==> src/ufd_pkg.sv <==
// Package for the UART frame deframer: frame sizes, store geometry,
// register indexes, state type and the store access bundle. No dependencies.
package ufd_pkg;

  // Frame sizes in bytes
  localparam int DATA_FRAME_BYTES = 12;
  localparam int ECHO_FRAME_BYTES = 10;
  localparam int STORE_DEPTH      = (DATA_FRAME_BYTES > ECHO_FRAME_BYTES) ?
                                    DATA_FRAME_BYTES : ECHO_FRAME_BYTES;

  // Widths
  localparam int BYTE_W   = 8;
  localparam int POS_W    = 4;
  localparam int ADDR_W   = $clog2(STORE_DEPTH);
  localparam int FILL_W   = $clog2(STORE_DEPTH + 1);
  localparam int CFG_IDX_W = 2;

  // Configuration register indexes
  typedef enum logic [CFG_IDX_W-1:0] {
    CFG_DATA_FIRST  = 2'd0,
    CFG_DATA_SECOND = 2'd1,
    CFG_ECHO_FIRST  = 2'd2,
    CFG_ECHO_SECOND = 2'd3
  } ufd_cfg_idx_e;

  // Top-level control state
  typedef enum logic {
    ST_COLLECT,
    ST_EMIT
  } ufd_state_e;

  // One write port and one read port into the frame store
  typedef struct packed {
    logic              we;
    logic [ADDR_W-1:0] waddr;
    logic [BYTE_W-1:0] wdata;
    logic              re;
    logic [ADDR_W-1:0] raddr;
  } ufd_store_req_t;

endpackage

==> src/ufd_frame_store.sv <==
// Frame byte store: synchronous memory, one write and one registered read
// per cycle. Depends on ufd_pkg.
module ufd_frame_store
  import ufd_pkg::*;
(
  input  logic              clk_i,
  input  ufd_store_req_t    req_i,
  output logic [BYTE_W-1:0] rdata_o
);

  logic [BYTE_W-1:0] mem_q [STORE_DEPTH];
  logic [BYTE_W-1:0] rdata_q;

  // Write port
  always_ff @(posedge clk_i) begin
    if (req_i.we) begin
      mem_q[req_i.waddr] <= req_i.wdata;
    end
  end

  // Read port, data registered; holds until the next read
  always_ff @(posedge clk_i) begin
    if (req_i.re) begin
      rdata_q <= mem_q[req_i.raddr];
    end
  end

  assign rdata_o = rdata_q;

endmodule

==> src/uart_frame_deframer_unit.sv <==
// UART frame deframer top level: header hunt, frame fill and frame emission.
// Depends on ufd_pkg and ufd_frame_store.
//
// Usage:
//   rx channel (rx_valid_i/rx_ready_o/rx_byte_i) takes one received byte per
//   item. The out channel (out_valid_o/out_ready_i) gives frame_byte_o,
//   byte_position_o and last_of_frame_o for each byte of a completed data
//   frame, header included, last_of_frame_o marking the final byte.
//   Header registers are written through cfg_we_i/cfg_index_i/cfg_data_i.
// Timing:
//   A byte that does not complete a data frame is accepted and rx_ready_o
//   stays high. A byte that completes a data frame starts emission: the
//   first result appears once the state register has entered emission and
//   the first store read has been registered, then one result per cycle
//   while out_ready_i is high, 12 results per frame. The frame store has a
//   single read port, so emission reads one byte per cycle. rx_ready_o is
//   low after the completing byte is accepted until the last result is taken.
// Reset: header registers clear to zero, the block hunts for a header and
//   the store contents are left as they are.
// Stall: while out_ready_i is low the current result holds and no further
//   store read is issued.
module uart_frame_deframer_unit
  import ufd_pkg::*;
(
  input  logic                 clk_i,
  input  logic                 rst_ni,
  // Configuration
  input  logic                 cfg_we_i,
  input  logic [CFG_IDX_W-1:0] cfg_index_i,
  input  logic [BYTE_W-1:0]    cfg_data_i,
  // Received bytes
  input  logic                 rx_valid_i,
  output logic                 rx_ready_o,
  input  logic [BYTE_W-1:0]    rx_byte_i,
  // Frame bytes out
  output logic                 out_valid_o,
  input  logic                 out_ready_i,
  output logic [BYTE_W-1:0]    frame_byte_o,
  output logic [POS_W-1:0]     byte_position_o,
  output logic                 last_of_frame_o
);

  localparam logic [FILL_W-1:0] DataLen  = FILL_W'(DATA_FRAME_BYTES);
  localparam logic [FILL_W-1:0] EchoLen  = FILL_W'(ECHO_FRAME_BYTES);
  localparam logic [FILL_W-1:0] StoreLen = FILL_W'(STORE_DEPTH);
  localparam logic [FILL_W-1:0] LastPos  = FILL_W'(DATA_FRAME_BYTES - 1);

  logic [BYTE_W-1:0] data_first_q, data_second_q, echo_first_q, echo_second_q;
  logic [BYTE_W-1:0] first_q, first_d;
  logic [FILL_W-1:0] fill_q, fill_d, fill_inc;
  logic [FILL_W-1:0] rd_ptr_q, rd_ptr_d;
  logic [FILL_W-1:0] pos_q, pos_d;
  logic              out_valid_q, out_valid_d;
  logic              last_q, last_d;
  ufd_state_e        state_q, state_d;
  ufd_store_req_t    store_req;
  logic [BYTE_W-1:0] store_rdata;
  logic              rx_fire, out_fire, issue;
  logic              hdr_first_hit, hdr_second_ok;

  // Configuration registers
  always_ff @(posedge clk_i or negedge rst_ni) begin
    if (!rst_ni) begin
      data_first_q  <= '0;
      data_second_q <= '0;
      echo_first_q  <= '0;
      echo_second_q <= '0;
    end else if (cfg_we_i) begin
      unique case (cfg_index_i)
        CFG_DATA_FIRST:  data_first_q  <= cfg_data_i;
        CFG_DATA_SECOND: data_second_q <= cfg_data_i;
        CFG_ECHO_FIRST:  echo_first_q  <= cfg_data_i;
        CFG_ECHO_SECOND: echo_second_q <= cfg_data_i;
        default: ;
      endcase
    end
  end

  assign rx_ready_o = (state_q == ST_COLLECT);
  assign rx_fire    = rx_valid_i && rx_ready_o;
  assign out_fire   = out_valid_q && out_ready_i;
  assign fill_inc   = fill_q + FILL_W'(1);

  assign hdr_first_hit = (rx_byte_i == data_first_q) || (rx_byte_i == echo_first_q);
  assign hdr_second_ok = ((first_q == data_first_q) && (rx_byte_i == data_second_q)) ||
                         ((first_q == echo_first_q) && (rx_byte_i == echo_second_q));

  // Issue the next store read when the output slot frees up
  assign issue = (state_q == ST_EMIT) && (rd_ptr_q < DataLen) &&
                 (!out_valid_q || out_ready_i);

  // Next state, fill tracking, store accesses and emission
  always_comb begin
    state_d         = state_q;
    fill_d          = fill_q;
    first_d         = first_q;
    rd_ptr_d        = rd_ptr_q;
    pos_d           = pos_q;
    last_d          = last_q;
    out_valid_d     = out_valid_q;
    store_req.we    = 1'b0;
    store_req.waddr = fill_q[ADDR_W-1:0];
    store_req.wdata = rx_byte_i;
    store_req.re    = issue;
    store_req.raddr = rd_ptr_q[ADDR_W-1:0];

    unique case (state_q)
      ST_COLLECT: begin
        if (rx_fire) begin
          if (fill_q == '0) begin
            // hunting for the first header byte
            if (hdr_first_hit) begin
              store_req.we = 1'b1;
              first_d      = rx_byte_i;
              fill_d       = FILL_W'(1);
            end
          end else if (fill_q == FILL_W'(1)) begin
            // second header byte must complete the header
            if (hdr_second_ok) begin
              store_req.we = 1'b1;
              fill_d       = FILL_W'(2);
            end else begin
              fill_d = '0;
            end
          end else begin
            store_req.we = (fill_q < StoreLen);
            if ((first_q == data_first_q) && (fill_inc >= DataLen)) begin
              fill_d   = '0;
              rd_ptr_d = '0;
              state_d  = ST_EMIT;
            end else if ((first_q == echo_first_q) && (fill_inc >= EchoLen)) begin
              fill_d = '0;
            end else if (fill_inc >= StoreLen) begin
              fill_d = '0;
            end else begin
              fill_d = fill_inc;
            end
          end
        end
      end
      ST_EMIT: begin
        if (issue) begin
          out_valid_d = 1'b1;
          pos_d       = rd_ptr_q;
          last_d      = (rd_ptr_q == LastPos);
          rd_ptr_d    = rd_ptr_q + FILL_W'(1);
        end else if (out_fire) begin
          out_valid_d = 1'b0;
          if (last_q) begin
            state_d = ST_COLLECT;
          end
        end
      end
      default: state_d = ST_COLLECT;
    endcase
  end

  // Control registers
  always_ff @(posedge clk_i or negedge rst_ni) begin
    if (!rst_ni) begin
      state_q     <= ST_COLLECT;
      fill_q      <= '0;
      rd_ptr_q    <= '0;
      out_valid_q <= 1'b0;
    end else begin
      state_q     <= state_d;
      fill_q      <= fill_d;
      rd_ptr_q    <= rd_ptr_d;
      out_valid_q <= out_valid_d;
    end
  end

  // Payload registers
  always_ff @(posedge clk_i) begin
    first_q <= first_d;
    pos_q   <= pos_d;
    last_q  <= last_d;
  end

  ufd_frame_store u_store (
    .clk_i   (clk_i),
    .req_i   (store_req),
    .rdata_o (store_rdata)
  );

  assign out_valid_o     = out_valid_q;
  assign frame_byte_o    = store_rdata;
  assign byte_position_o = POS_W'(pos_q);
  assign last_of_frame_o = last_q;

  // Input and output sides never both active
  a_no_overlap: assert property (@(posedge clk_i) disable iff (!rst_ni)
    !(rx_ready_o && out_valid_o))
    else $error("rx accepted during frame emission");

  // Final byte carries the last frame position
  a_last_pos: assert property (@(posedge clk_i) disable iff (!rst_ni)
    (out_valid_o && last_of_frame_o) |-> (byte_position_o == POS_W'(LastPos)))
    else $error("last marker on wrong position");

  // A taken non-final byte is followed at once by the next position
  a_pos_step: assert property (@(posedge clk_i) disable iff (!rst_ni)
    (out_valid_o && out_ready_i && !last_of_frame_o) |=>
      (out_valid_o && (byte_position_o == $past(byte_position_o) + POS_W'(1))))
    else $error("frame position skipped");

  // Fill level stays inside the store
  a_fill_range: assert property (@(posedge clk_i) disable iff (!rst_ni)
    fill_q < StoreLen)
    else $error("fill level out of range");

endmodule
==> config.mk <==
export PLATFORM = sky130hd
export DESIGN_NAME = uart_frame_deframer_unit
export DESIGN_NICKNAME = d
export VERILOG_FILES = /design/src/ufd_pkg.sv /design/src/ufd_frame_store.sv /design/src/uart_frame_deframer_unit.sv
export SDC_FILE = /design/constraint.sdc
export NUM_CORES = 1
export LEC_CHECK = 0
export ABC_AREA = 0
export BUFFER_PORTS_ARGS = -buffer_cell sky130_fd_sc_hd__buf_2
export CORE_AREA = 2 2 149 78
export DETAILED_ROUTE_END_ITERATION = 10
export DIE_AREA = 0 0 151 80
export PLACE_DENSITY_LB_ADDON = 0.2
export SETUP_SLACK_MARGIN = 0.4
export SYNTH_ARGS = -nofsm -noshare
export SYNTH_HDL_FRONTEND = slang
export SYNTH_SLANG_ARGS = --single-unit
==> constraint.sdc <==
create_clock -name clk_i -period 8.23 [get_ports clk_i]
set_clock_uncertainty 0.1 [all_clocks]
set_input_delay 0.823 -clock clk_i [delete_from_list [all_inputs] [get_ports clk_i]]
set_output_delay 0.823 -clock clk_i [all_outputs]
set_load 0.02 [all_outputs]
Yosys cells after proc, flatten, opt, wreduce, memory -nomap -nowiden. Memories as Yosys holds them, arrays and structs flattened. A register that Yosys moved wholly into a read port is not among the register bits. Index checks and enable logic that the tools add are counted.

Flip-flop bits (word level): 55. Latch bits: 0. Memory bits (writable): 96. Memory bits (read-only): 0. Input bits: 23. Memories kept: 1.

$add $sub $neg: 2. Multiply operators: 0. Div/mod/pow operators: 0. Order comparisons: 4. Equal/unequal tests: 17. Shift-type cells: 0. Mux-type cells: 31. Bitwise logic cells: 1. Reductions and logical operators: 24.

Memory list: u_store.mem_q (depth 12, width 8, read ports 1, clocked after Yosys merged registers in 1, write ports 1, RTL line ufd_frame_store.sv:11) `logic [BYTE_W-1:0] mem_q [STORE_DEPTH];`.

Operators by type and width (number): $eq 8x8->1 (6); $mux 4 (11); $mux 1 (17); $reduce_and 2->1 (6); $add 4x1->4 const B (2); $ge 4x4->1 const B (2); $logic_and 1x1->1 (8); $lt 4x4->1 const B (2); $pmux 4 s2 (1); $ne 2x1->1 const B (3); $ne 2x2->1 const B (3); $reduce_and 5->1 (1); $eq 2x2->1 const B (2); $eq 4x1->1 const B (1); $eq 4x4->1 const B (1); $logic_not 4->1 (1); $reduce_and 4->1 (1); $logic_or 1x1->1 (3); $reduce_and 3->1 (1); $eq 2x1->1 const B (1); $logic_not 2->1 (1); $mux 2 (1); $pmux 1 s2 (1); $reduce_bool 2->1 (1); 2 further kinds (2).

Logic depth before layout (Yosys ltp). Gate-level depths: netlist of run 1.

Depth in word-level cells: 10. Depth in mapped cells: 7. Mapped depth without buffers: 7.

Cells and area by module. Synthesis of run 1 repeated with hierarchy kept, for this count alone.

Cells, all modules: 411. Area total of the unflattened synthesis: 6831.6 um^2.

Modules (own cells, without submodules): ufd_frame_store (instances 1, cells each 182, area an instance 3953.8 um^2); uart_frame_deframer_unit (instances 1, cells each 229, area an instance 2877.8 um^2).

Least setup slack after synthesis of run 1. Ideal clock, no wire load.

Path type: input-to-reg. Start: input port rx_byte_i[2]. End: memory u_store.mem_q[1][0], enable pin. Setup time: 0.386 ns. Arrival time: 2.403 ns. Slack: 5.341 ns. Stages: 5. Path through: xnor2_1 nand4_1 or4_1 o31a_2 a211oi_1.

Cells in the longest elaborated chain, start to end: 10. Elaborated cells on any way between the ends: 16.

RTL lines: from (decl) (RTL line uart_frame_deframer_unit.sv:34) `input logic [BYTE_W-1:0] rx_byte_i,`; $eq 8x8->1, on equally long branches (RTL line uart_frame_deframer_unit.sv:85, uart_frame_deframer_unit.sv:86); $logic_and 1x1->1, on equally long branches (RTL line uart_frame_deframer_unit.sv:85, uart_frame_deframer_unit.sv:86); $logic_or 1x1->1 (RTL line uart_frame_deframer_unit.sv:85) `assign hdr_second_ok = ((first_q == data_first_q) && (rx_byte_i == data_second_q)) ||`; $mux 1 (RTL line uart_frame_deframer_unit.sv:119) `if (hdr_second_ok) begin`; $mux 1 (RTL line uart_frame_deframer_unit.sv:117) `end else if (fill_q == FILL_W'(1)) begin`; $mux 1 (*) (RTL line uart_frame_deframer_unit.sv:110) `if (fill_q == '0) begin`; $mux 1 (*) (RTL line uart_frame_deframer_unit.sv:109) `if (rx_fire) begin`; $mux 1 (*) (RTL line uart_frame_deframer_unit.sv:107) `unique case (state_q)`; $mux 1 (*) (RTL line ufd_frame_store.sv:16) `if (req_i.we) begin`; $mux 1 (implied by the code) (*) (RTL line ufd_frame_store.sv:17) `mem_q[req_i.waddr] <= req_i.wdata;`; to (decl) (RTL line ufd_frame_store.sv:11).

Every way passes the cells marked *; elsewhere a longest branch is shown, timed or not.

Worst setup path after layout of run 1.
Start: input port rx_byte_i[5]. End: memory u_store.mem_q[2][4], enable pin.

The elaborated chain is that of the path after synthesis.

==> results of run 1 <==
==> metrics by stage <==
stage | worst slack [ns] | cells | hold slack, ns | utilization
finish | 5.05 | 628 | 0.426 | 0.729
global route | 4.80 | 628 | 0.451 | 0.729
CTS | 4.89 | 627 | 0.432 | 0.729
detailed placement | 4.51 | 595 | 0.418 | 0.672
global placement | 4.74 | 595 | 0.412 | 0.672
floorplan | 5.34 | 422 | 0.323 | -
==> cells in the mapped netlist (2+ instances only) <==
cell type	n
xnor2_1	24
inv_1	9
o211ai_1	2
mux4_2	24
buf_2	4
edfxtp_1	117
and2_1	7
ha_1	6
a21oi_1	4
mux2i_1	8
nand2_1	22
nand2b_1	6
dfrtp_1	42
a2bb2oi_1	2
o21ai_0	15
mux2_2	32
xor2_1	24
a22oi_1	2
a211oi_1	2
nand3_1	6
and3_1	2
clkbuf_1	8
nor2_1	8
or4_1	2
nor3_1	7
o31ai_1	2
nand4_1	7
nand3b_1	2
nor4_1	6
a21o_1	2
o21bai_1	2
==> routing by layer <==
metal | track usage | wire length (um)
met5 | 0 | 0
met4 | 0.0822 | 159
met3 | 0.0909 | 1770
met2 | 0.354 | 5940
met1 | 0.438 | 7110
==> worst paths after layout <==
| kind | start | slack, ns | end | depth (start not counted) |
|---|---|---|---|---|
| max | rx_byte_i[5] | 5.05 | u_store.mem_q[2][4]$_DFFE_PP_ | 6 |
| min | data_second_q[6]$_DFFE_PN0P_ | 0.43 | data_second_q[6]$_DFFE_PN0P_ | 1 |
| max reg2reg | first_q[2]$_DFFE_PP_ | 5.10 | u_store.mem_q[2][4]$_DFFE_PP_ | 5 |
| min reg2reg | data_second_q[6]$_DFFE_PN0P_ | 0.43 | data_second_q[6]$_DFFE_PN0P_ | 1 |
| max in group asynchronous | rst_ni | 6.98 | data_first_q[4]$_DFFE_PN0P_ | 1 |
| min in group asynchronous | rst_ni | 0.44 | data_second_q[0]$_DFFE_PN0P_ | 1 |
==> flip-flops by register name, indices dropped and copies added (netlist names) <==
name             flops
rd_ptr_q             4
first_q              8
data_second_q        8
echo_second_q        8
fill_q               4
data_first_q         8
echo_first_q         8
state_q              1
out_valid_o          1
last_of_frame_o      1
u_store.mem_q       96
u_store.rdata_o      8
byte_position_o      4
==> cell families after synthesis <==
kind of cell	count (synthesis)	share of synthesized area
buffers and inverters	22	0.0127
AOI/OAI and AO/OA	42	0.0437
DFF	159	0.664
adders and majority gates	6	0.0109
muxes	64	0.143
xor gates and xnor gates	49	0.0635
and+or+nand+nor	80	0.0621
==> report_power, final <==
| group | internal, W | switching [W] |
|---|---|---|
| clock network | 0.000481 | 0.000333 |
| registers | 0.000949 | 0.0000727 |
| logic | 0.000180 | 0.000224 |
==> cells in the final DEF (no fill, tap or decap), types with 3 or more instances in the layout <==
| cell type | netlist | layout |
|---|---|---|
| edfxtp_1 | 117 | 117 |
| dfrtp_1 | 42 | 42 |
| buf_2 | 4 | 38 |
| mux2_2 | 32 | 32 |
| mux4_2 | 24 | 24 |
| xor2_1 | 24 | 24 |
| xnor2_1 | 24 | 24 |
| nand2_1 | 22 | 22 |
| clkbuf_16 | 0 | 17 |
| o21ai_0 | 15 | 15 |
| inv_1 | 9 | 9 |
| mux2i_1 | 8 | 8 |
| nor2_1 | 8 | 8 |
| and2_1 | 7 | 7 |
| nand4_1 | 7 | 7 |
| nand2b_1 | 6 | 6 |
| nor4_1 | 6 | 6 |
| nor3_1 | 7 | 6 |
| nand3_1 | 6 | 6 |
| ha_1 | 6 | 6 |
| a21oi_1 | 4 | 4 |
| buf_4 | 0 | 4 |
| clkinvlp_4 | 0 | 3 |
| clkinv_4 | 0 | 3 |
| inv_6 | 0 | 3 |
| bufinv_16 | 0 | 3 |
==> area by class of cell <==
class | instances | area [um^2] | share of cell area
sequential | 159 | 4560 | 0.583
clock inverter | 15 | 184 | 0.0235
multi-input combinational | 241 | 2220 | 0.284
clock buffer | 17 | 425 | 0.0543
timing repair buffer | 42 | 220 | 0.0281
inverter | 9 | 33.8 | 0.00431
tap | 145 | 181 | 0.0232
==> worst max-delay path, delay by kind of cell <==
| family | cells | cell delay, ns |
|---|---|---|
| AOI/OAI and AO/OA | 2 | 1.16 |
| buffers and inverters | 1 | 0.32 |
| and+or+nand+nor | 2 | 0.64 |
| xor gates and xnor gates | 1 | 0.17 |
==> results by group, run 1 <==
Status
  – Status: finished clean

Logic synthesis
  – Cells after Synth: 422
  – Async SR Flop Fraction: 0.264
  – Yosys reg bits: 159
  – Sequential cell area fraction in the yosys report: 0.664
  – Area share of the largest cell type after synthesis: 0.511
  – Distinct cells, synth: 47
  – Top cells by area, synth: edfxtp_1 (51%), dfrtp_1 (15%), mux4_2 (7.9%)
  – Synth warn: 0
  – Dominant cell type by area after synthesis: edfxtp_1
  – Most common flop cell mapped by yosys: edfxtp_1
  – EDFF count, synth: 117
  – Syn_nets: 451
  – Post-Syn Area: 6870 um^2
  – Avg Cell Area, Syn: 16.3 um^2

Timing
  – Setup TNS Final: 0 ns
  – Setup violations, final: 0
  – Final period util: 0.387
  – Worst slew pin tran: 1.16 ns
  – F_max: 314 MHz
  – Minimum clock period: 3.18 ns
  – RSZ-0062 raised after global routing: false
  – Final-report hold violation count: 0
  – Max-slew headroom: 0.223
  – Max-slew violation count: 0

Setup path
  – Largest fanout on the critical path: 17
  – Crit-path slowest cell: a211oi_1
  – Crit path largest cell delay: 0.94 ns
  – Crit start category: primary input
  – CP Cell Sequence: buf_2 -> xor2_1 -> nor4_1 -> a221oi_1 -> nand2b_1 -> a211oi_1
  – WP data required: 8.17 ns
  – Setup CP Type: primary input to flip-flop
  – Critical path data arrival time: 3.12 ns
  – CP Capture Type: flip-flop

Floorplanning
  – Initial core utilization: 0.640
  – Core area: 10700 um^2
  – DIE AREA: 12100 um^2
  – Chip Width: 151 um
  – # rows: 27
  – Die Height: 80 um
  – # IOs: 38

Finish
  – Finished Cell Area: 7830 um^2
  – Nets: 499
  – Layout cells sized above 1: 0.275
  – Layout area overhead: 14.0%
  – Antenna cells: 0
  – # fillers: 687

GRT
  – Largest net degree at the start of global routing: 43
  – Grt total ovfl: 0
  – Antenna violations before repair: 0
  – Vias in the first global route: 3817
  – First-pass GRT wire length: 22700 um
  – GRT Resource Usage Total: 0.274

Run
  – Max-Cap Viols: 0

Placed design
  – Port-buffer cells: 37
  – Area after DPL: 7220 um^2
  – Routability cong.: 0.876
  – Final HPWL DP: 10100 um

Clocking
  – CTS root buf: clkbuf_16
  – Postcts setup bufs: 0
  – CTS tree: yes
  – Hold bufs inserted after CTS: 0
  – CTS clk-pin slew, worst paths: 0.06 ns
  – Clock buffer depth: 2
  – TritonCTS buffer count: 17
  – Worst-Skew Late Latency: 0.42 ns
  – Post-CTS sizing: 0
  – Number of H-tree levels: 4
  – Clock sink count: 159

Route
  – Vias: 3915
  – Starting DRC count in detailed routing: 443
  – # DRC: 0
  – DR pass1 iterations: 5
  – Wire length per cell: 23.8 um
  – DRT antenna net count: 0
  – Vias per Instance: 6.23
  – Total wire length: 15000 um

Worst hold path
  – HP Class: flip-flop to flip-flop

Power and ir drop
  – PwrDens: 286 nW/um^2
  – Lkg Pwr: 2.83 nW
  – Maximum vdd drop: 0.145 mV
  – Pwr Total: 0.00224 W
Note: power is estimated with default switching activity, not from simulation.
==> inputs of run 2 (changes only) <==
Settings changed: ABC_AREA 0 to 1, CORE_AREA 2 2 149 78 to 2 2 164 86, DIE_AREA 0 0 151 80 to 0 0 166 88.
Clock period 8.23 ns to 2.75 ns, I/O delays scaled along.
==> run 2 against run 1 <==
Wire length is 17% higher. Register-to-register slack worse by 4.5 ns. Critical path depth is 5 higher. Via count is 33% higher. Die area is 21% higher. Hold slack worse by 0.37 ns. Global-route usage is 1.5 points lower. Sequential power grew to 2.9 times the previous value. Highest routed layer unchanged.
==> results by group, run 2 <==
Logic synthesis
  – Post-Syn Area: 7100 um^2
  – Post-Synth Adder-Cell Area: 0.0106
  – Area share of the largest cell type after synthesis: 0.495
  – Top cells by area, synth: edfxtp_1 (49%), dfrtp_1 (15%), nand2_1 (11%)
  – Proportion of synthesized area in mux cells: 0
  – Synth Area in Compound Gates: 0.102
  – Cells after Synth: 711
  – Synth Area in Simple Gates: 0.173
  – Async SR Flop Fraction: 0.264
  – Commonest cells in the netlist: nand2_1 (199), edfxtp_1 (117), o21ai_0 (72)
  – Avg Cell Area, Syn: 9.99 um^2
  – Post-synthesis xor/xnor area fraction: 0.0210
  – Syn_nets: 740
  – Distinct cells, synth: 30
  – Synth warn: 0
  – EDFF count, synth: 117
  – Yosys reg bits: 159
  – Most common flop cell mapped by yosys: edfxtp_1
  – Dominant cell type by area after synthesis: edfxtp_1
  – Main combinational cell family by area after synthesis: simple AND/OR/NAND/NOR gates
  – Sequential cell area fraction in the yosys report: 0.642
  – Top-count cell post-synth: nand2_1

Route
  – # DRC: 0
  – Vias per Instance: 5.46
  – Vias: 5207
  – Total wire length: 17600 um
  – DR pass1 iterations: 6
  – DRT antenna net count: 0
  – Starting DRC count in detailed routing: 498
  – Wire length per cell: 18.5 um

Power and ir drop
  – Lkg Pwr: 3.35 nW
  – PwrDens: 784 nW/um^2
  – Maximum vdd drop: 0.446 mV

Setup path
  – Reg2reg path depth: 11
  – Critical path data arrival time: 2.22 ns
  – CP Capture Type: flip-flop
  – Worst reg2reg path endpoint: u_store.mem_q[2][5]$_DFFE_PP_
  – Worst r2r src: first_q[7]$_DFFE_PP_
  – WP data required: 2.78 ns
  – Largest fanout on the critical path: 11
  – R2R Setup Slk: 0.56 ns
  – Crit start category: flip-flop
  – Setup CP Type: flip-flop to flip-flop

Status
  – Status: finished clean

Placed design
  – Final HPWL DP: 12200 um
  – Routability cong.: 0.881
  – Port-buffer cells: 37

Timing
  – Max-slew headroom: 0.318
  – Minimum clock period: 2.19 ns
  – Worst slew pin tran: 1.02 ns
  – Max-slew violation count: 0
  – Setup violations, final: 0
  – RSZ-0062 raised after global routing: false
  – Final period util: 0.795
  – F_max: 457 MHz
  – Final-report hold violation count: 0
  – Setup TNS Final: 0 ns

Finish
  – Reg with most FFs: u_store.mem_q
  – Layout area overhead: 14.4%
  – Nets: 793
  – Commonest non-fill, non-tap cell in the layout: nand2_1
  – Layout Utilization: 0.617
  – Most frequent cells in the layout: nand2_1 (198), edfxtp_1 (117), o21ai_0 (72)
  – Largest register FFs: 96
  – Antenna cells: 0
  – Layout cells sized above 1: 0.161

Clocking
  – CTS clk-pin slew, worst paths: 0.07 ns
  – Clock buffer depth: 2
  – Worst-Skew Late Latency: 0.43 ns
  – CTS root buf: clkbuf_16
  – TritonCTS buffer count: 17
  – Postcts setup bufs: 0
  – CTS tree: yes
  – Number of H-tree levels: 4
  – Clock sink count: 159

Floorplanning
  – Chip Width: 166 um
  – # IOs: 38
  – Die Height: 88 um
  – DIE AREA: 14600 um^2
  – Initial core utilization: 0.539
  – # rows: 30
  – Core area: 13200 um^2

GRT
  – First-pass GRT wire length: 28000 um
  – Antenna violations before repair: 1
  – Largest net degree at the start of global routing: 43
  – Vias in the first global route: 4979
  – GRT Resource Usage Total: 0.259
  – Grt total ovfl: 0

Worst hold path
  – HP Class: primary input to flip-flop
  – Hold depth: 3
  – Startpoint of the lowest-slack hold path: cfg_data_i[2]
  – WHS Endpoint: echo_first_q[2]$_DFFE_PN0P_

Run
  – Max-Cap Viols: 0
==> run 2: how the worst max path moves through the flow <==
| stage | start | end | slack, ns | cells past startpoint |
|---|---|---|---|---|
| 3_3_place_gp | rx_byte_i[6] | u_store.mem_q[5][2]$_DFFE_PP_ | 0.38 | 13 |
| 2_1_floorplan | fill_q[0]$_DFFE_PN0P_ | u_store.mem_q[11][0]$_DFFE_PP_ | 0.75 | 7 |
| 6_report | first_q[7]$_DFFE_PP_ | u_store.mem_q[2][5]$_DFFE_PP_ | 0.56 | 11 |
| 3_5_place_dp | rx_byte_i[6] | u_store.mem_q[4][0]$_DFFE_PP_ | 0.27 | 13 |
| 4_1_cts | first_q[7]$_DFFE_PP_ | u_store.mem_q[1][2]$_DFFE_PP_ | 0.34 | 10 |
| 5_1_grt | first_q[7]$_DFFE_PP_ | u_store.mem_q[2][5]$_DFFE_PP_ | 0.41 | 11 |
==> run 2: where the power goes <==
part / total, W / switching, W / internal, W
Sequential: 0.00297 / 0.000166 / 0.00280
Clock: 0.00216 / 0.000995 / 0.00116
Combinational: 0.00124 / 0.000857 / 0.000388
Total: 0.00637 / 0.00202 / 0.00436
==> run 2: metal layers <==
layer  track usage  wire [um]  share of wire
met2         0.370       7160           0.41
met1         0.392       8470           0.48
met4        0.0609        160         0.0091
met5             0          0              0
met3        0.0777       1800           0.10
==> run 2: cells by family (layout without fill, tap and decap cells) <==
logic type | Yosys count | count (layout)
AND/OR/NAND/NOR | 304 | 304
flip-flops | 159 | 159
AO/OA/AOI/OAI | 132 | 132
buffers and inverters | 93 | 159
XOR/XNOR | 17 | 17
adder cells (fa/ha/maj) | 6 | 6
==> run 2: worst max-delay path, cell delays in order, from the launching register on <==
cell      delay, ns
edfxtp_1       0.45
xor2_1         0.20
nor2_1         0.11
nand2_1        0.10
nor2_4         0.16
nand2_1        0.08
nand3_2        0.07
nand2_1        0.05
nand2_1        0.10
nand2_4        0.15
nor2_2         0.13
buf_4          0.20
==> run 2: cell type report <==
cell class                 instances  area [um^2]
fill                            1077         5050
tap                              176          220
timing repair buffer              56          330
sequential                       159         4560
clock buffer                      18          429
multi-input combinational        459         2210
inverter                          71          269
clock inverter                    14          106
==> run 2: through the flow <==
stage	setup WS, ns	power [W]	hold slack, ns	instance area [um^2]	instances
after global placement	0.383	0.00415	0.386	7550	920
after floorplan	0.753	0.00381	-0.121	7100	711
after global routing	0.406	0.00668	0.0681	8130	953
final	0.564	0.00637	0.0530	8130	953
after detailed placement	0.267	0.00419	0.402	7550	920
after CTS	0.340	0.00634	0.0564	8100	953
==> run 2: repair_timing <==
item	4_1_cts	5_1_grt
hold endpoints to repair	42	0
hold buffers	1	0
gates resized for setup	1	7
setup endpoints to repair	24	92
pin swaps	0	0
==> inputs of run 3 (changes only) <==
Settings changed: CORE_AREA 2 2 164 86 to 2 2 156 82, DIE_AREA 0 0 166 88 to 0 0 158 84.
Clock period 2.75 ns to 2.15 ns, I/O delays scaled along.
==> run 3 against run 2 <==
First-iteration DRC count is 32% higher. Critical path type unchanged. Critical path depth stayed put. Count of clock-buffer cells in the layout grew 1. Flip-flop and latch count unchanged. Clock power grew 31%. Power is 35% higher. The flow now finishes with violations (setup timing). Wire length grew 7.9%. Register-to-register slack got worse by 0.70 ns. Final cell count up 2.8%. Sequential share of layout area is 3.1 points lower.
==> results by group, run 3 (synthesis gave the netlist of run 2 again) <==
Status
  – Status: complete, but fails checks
  – Violated checks: setup timing

Clocking
  – Number of H-tree levels: 4
  – Worst-Skew Late Latency: 0.43 ns
  – Clock buffer depth: 2
  – CTS clk-pin slew, worst paths: 0.06 ns
  – CTS tree: yes
  – Clock sink count: 159
  – CTS root buf: clkbuf_16
  – TritonCTS buffer count: 17

Setup path
  – Worst reg2reg path endpoint: u_store.mem_q[5][4]$_DFFE_PP_
  – Setup CP Type: flip-flop to flip-flop
  – R2R Setup Slk: -0.14 ns
  – Reg2reg path depth: 11
  – Crit start category: flip-flop
  – Critical path data arrival time: 2.29 ns
  – CP Launch Point: first_q[7]$_DFFE_PP_
  – Largest fanout on the critical path: 11
  – WP data required: 2.15 ns
  – Worst r2r src: first_q[7]$_DFFE_PP_
  – CP Capture Type: flip-flop

Power and ir drop
  – Int Pwr: 0.00588 W
  – Seq pwr share: 0.442
  – Pwr Total: 0.00861 W
  – Comb power frac: 0.228
  – Maximum vdd drop: 0.554 mV
  – Lkg Pwr: 3.52 nW
  – Net Sw Power: 0.00273 W
  – Clk pwr share: 0.330
  – Switching Fraction: 0.317
  – PwrDens: 1000 nW/um^2

Placed design
  – Routability cong.: 0.893
  – Final HPWL DP: 13100 um
  – Port-buffer cells: 37

Finish
  – Nets: 826
  – FF+latch area: 4570 um^2
  – Layout Utilization: 0.710
  – # fillers: 867
  – Layout cells sized above 1: 0.225
  – Multi-input logic area: 2330 um^2
  – Antenna cells: 0
  – Layout area overhead: 21.1%
  – Reg with most FFs: u_store.mem_q
  – Largest register FFs: 96
  – Most frequent cells in the layout: nand2_1 (194), edfxtp_1 (117), nor2_1 (63), o21ai_0 (63), inv_1 (49)
  – Commonest non-fill, non-tap cell in the layout: nand2_1

Worst hold path
  – Startpoint of the lowest-slack hold path: cfg_data_i[3]
  – HP Class: primary input to flip-flop
  – Hold depth: 3
  – WHS Endpoint: echo_second_q[3]$_DFFE_PN0P_

Floorplanning
  – DIE AREA: 13300 um^2
  – Chip Width: 158 um
  – # rows: 29
  – Die Height: 84 um
  – Initial core utilization: 0.586
  – Core area: 12100 um^2
  – # IOs: 38

Timing
  – Setup TNS Final: -9.77 ns
  – Worst slew pin tran: 0.740 ns
  – Max-slew headroom: 0.506
  – Max-slew violation count: 0
  – Minimum clock period: 2.29 ns
  – Setup violations, final: 88
  – RSZ-0062 raised after global routing: true
  – F_max: 438 MHz
  – Final-report hold violation count: 0
  – Final period util: 1.06
  – Final setup margin: -0.135 ns

Route
  – Starting DRC count in detailed routing: 657
  – # DRC: 0
  – DR pass1 iterations: 5
  – Wire length per cell: 19.4 um
  – DRT antenna net count: 0
  – Vias per Instance: 5.61
  – Total wire length: 19000 um
  – Vias: 5499

GRT
  – Vias in the first global route: 5209
  – Largest net degree at the start of global routing: 43
  – Grt total ovfl: 0
  – Antenna violations before repair: 0
  – First-pass GRT wire length: 29100 um
  – GRT Resource Usage Total: 0.303

Run
  – Max-Cap Viols: 0
==> run 3: cell types whose count changed in the layout (fill, tap and decap cells not counted), moves of 4 or more <==
cell / before / now
buf_4: 18 / 37
nor2_4: 5 / 14
o21ai_0: 72 / 63
nor2_1: 70 / 63
o21ai_1: 9 / 16
dfrtp_1: 42 / 37
dfrtp_2: 0 / 5
dlygate4sd3_1: 1 / 6
nand2_2: 2 / 7
buf_12: 0 / 4
clkinvlp_4: 4 / 8
nand2_1: 198 / 194
==> run 3: per-layer routing <==
| layer | vias to the layer above | track usage | share of wire | wire, um |
|---|---|---|---|---|
| met1 | 2599 | 0.482 | 0.45 | 8520 |
| li1 | 2548 | - | - | - |
| met4 | 0 | 0.0696 | 0.0072 | 137 |
| met3 | 13 | 0.101 | 0.14 | 2620 |
| met5 | - | 0 | 0 | 0 |
| met2 | 339 | 0.399 | 0.41 | 7700 |
==> run 3: cell type report <==
| cell class | count | area share |
|---|---|---|
| clock buffer | 19 | 0.0503 |
| clock inverter | 13 | 0.0135 |
| inverter | 71 | 0.0321 |
| multi-input combinational | 459 | 0.271 |
| sequential | 159 | 0.531 |
| tap | 170 | 0.0247 |
| timing repair buffer | 88 | 0.0769 |
| timing repair inverter | 1 | 0.000582 |
==> run 3: critical path, cell delays in order (launching register included) <==
cell      delay (ns)
edfxtp_1        0.44
xor2_1          0.19
nor2_1          0.18
nand2_2         0.13
nor2_4          0.14
nand2_1         0.08
nand3_2         0.07
nand2_1         0.05
nand2_1         0.07
nand2_2         0.07
buf_12          0.17
nor2_4          0.25
==> run 3: repair_timing <==
item	in CTS	in global routing
cloned	1	1
hold buffers	6	0
endpoints found under the hold margin	47	0
pin swaps	7	10
gates resized for setup	19	23
setup endpoints to repair	127	119
setup buffers	5	8
==> run 3: power by group through the flow <==
stage	Combinational [W]	Clock (W)	Sequential [W]
global placement	0.00167	0	0.00382
global route	0.00213	0.00298	0.00383
detailed placement	0.00173	0	0.00384
CTS	0.00182	0.00284	0.00379
floorplan	0.00118	0	0.00379
finish	0.00196	0.00284	0.00381
==> run 3: through the flow <==
step / area (um^2) / hold slack (ns) / setup slack [ns] / std cells
global route: 8600 / 0.0321 / -0.210 / 980
floorplan: 7170 / -0.181 / 0.249 / 711
CTS: 8460 / 0.00147 / -0.0801 / 971
detailed placement: 7750 / 0.221 / -0.134 / 927
global placement: 7750 / 0.210 / -0.0648 / 927
finish: 8600 / 0.00309 / -0.135 / 980
==> run 3: how the worst max path moves through the flow <==
stage / to / slack (ns) / depth (start not counted)
final: u_store.mem_q[5][4]$_DFFE_PP_ / -0.14 / 11
after global placement: u_store.mem_q[11][5]$_DFFE_PP_ / -0.06 / 13
after global routing: u_store.mem_q[7][0]$_DFFE_PP_ / -0.21 / 11
after CTS: u_store.mem_q[7][0]$_DFFE_PP_ / -0.08 / 11
after floorplan: u_store.mem_q[10][0]$_DFFE_PP_ / 0.25 / 11
after detailed placement: u_store.mem_q[7][6]$_DFFE_PP_ / -0.13 / 12
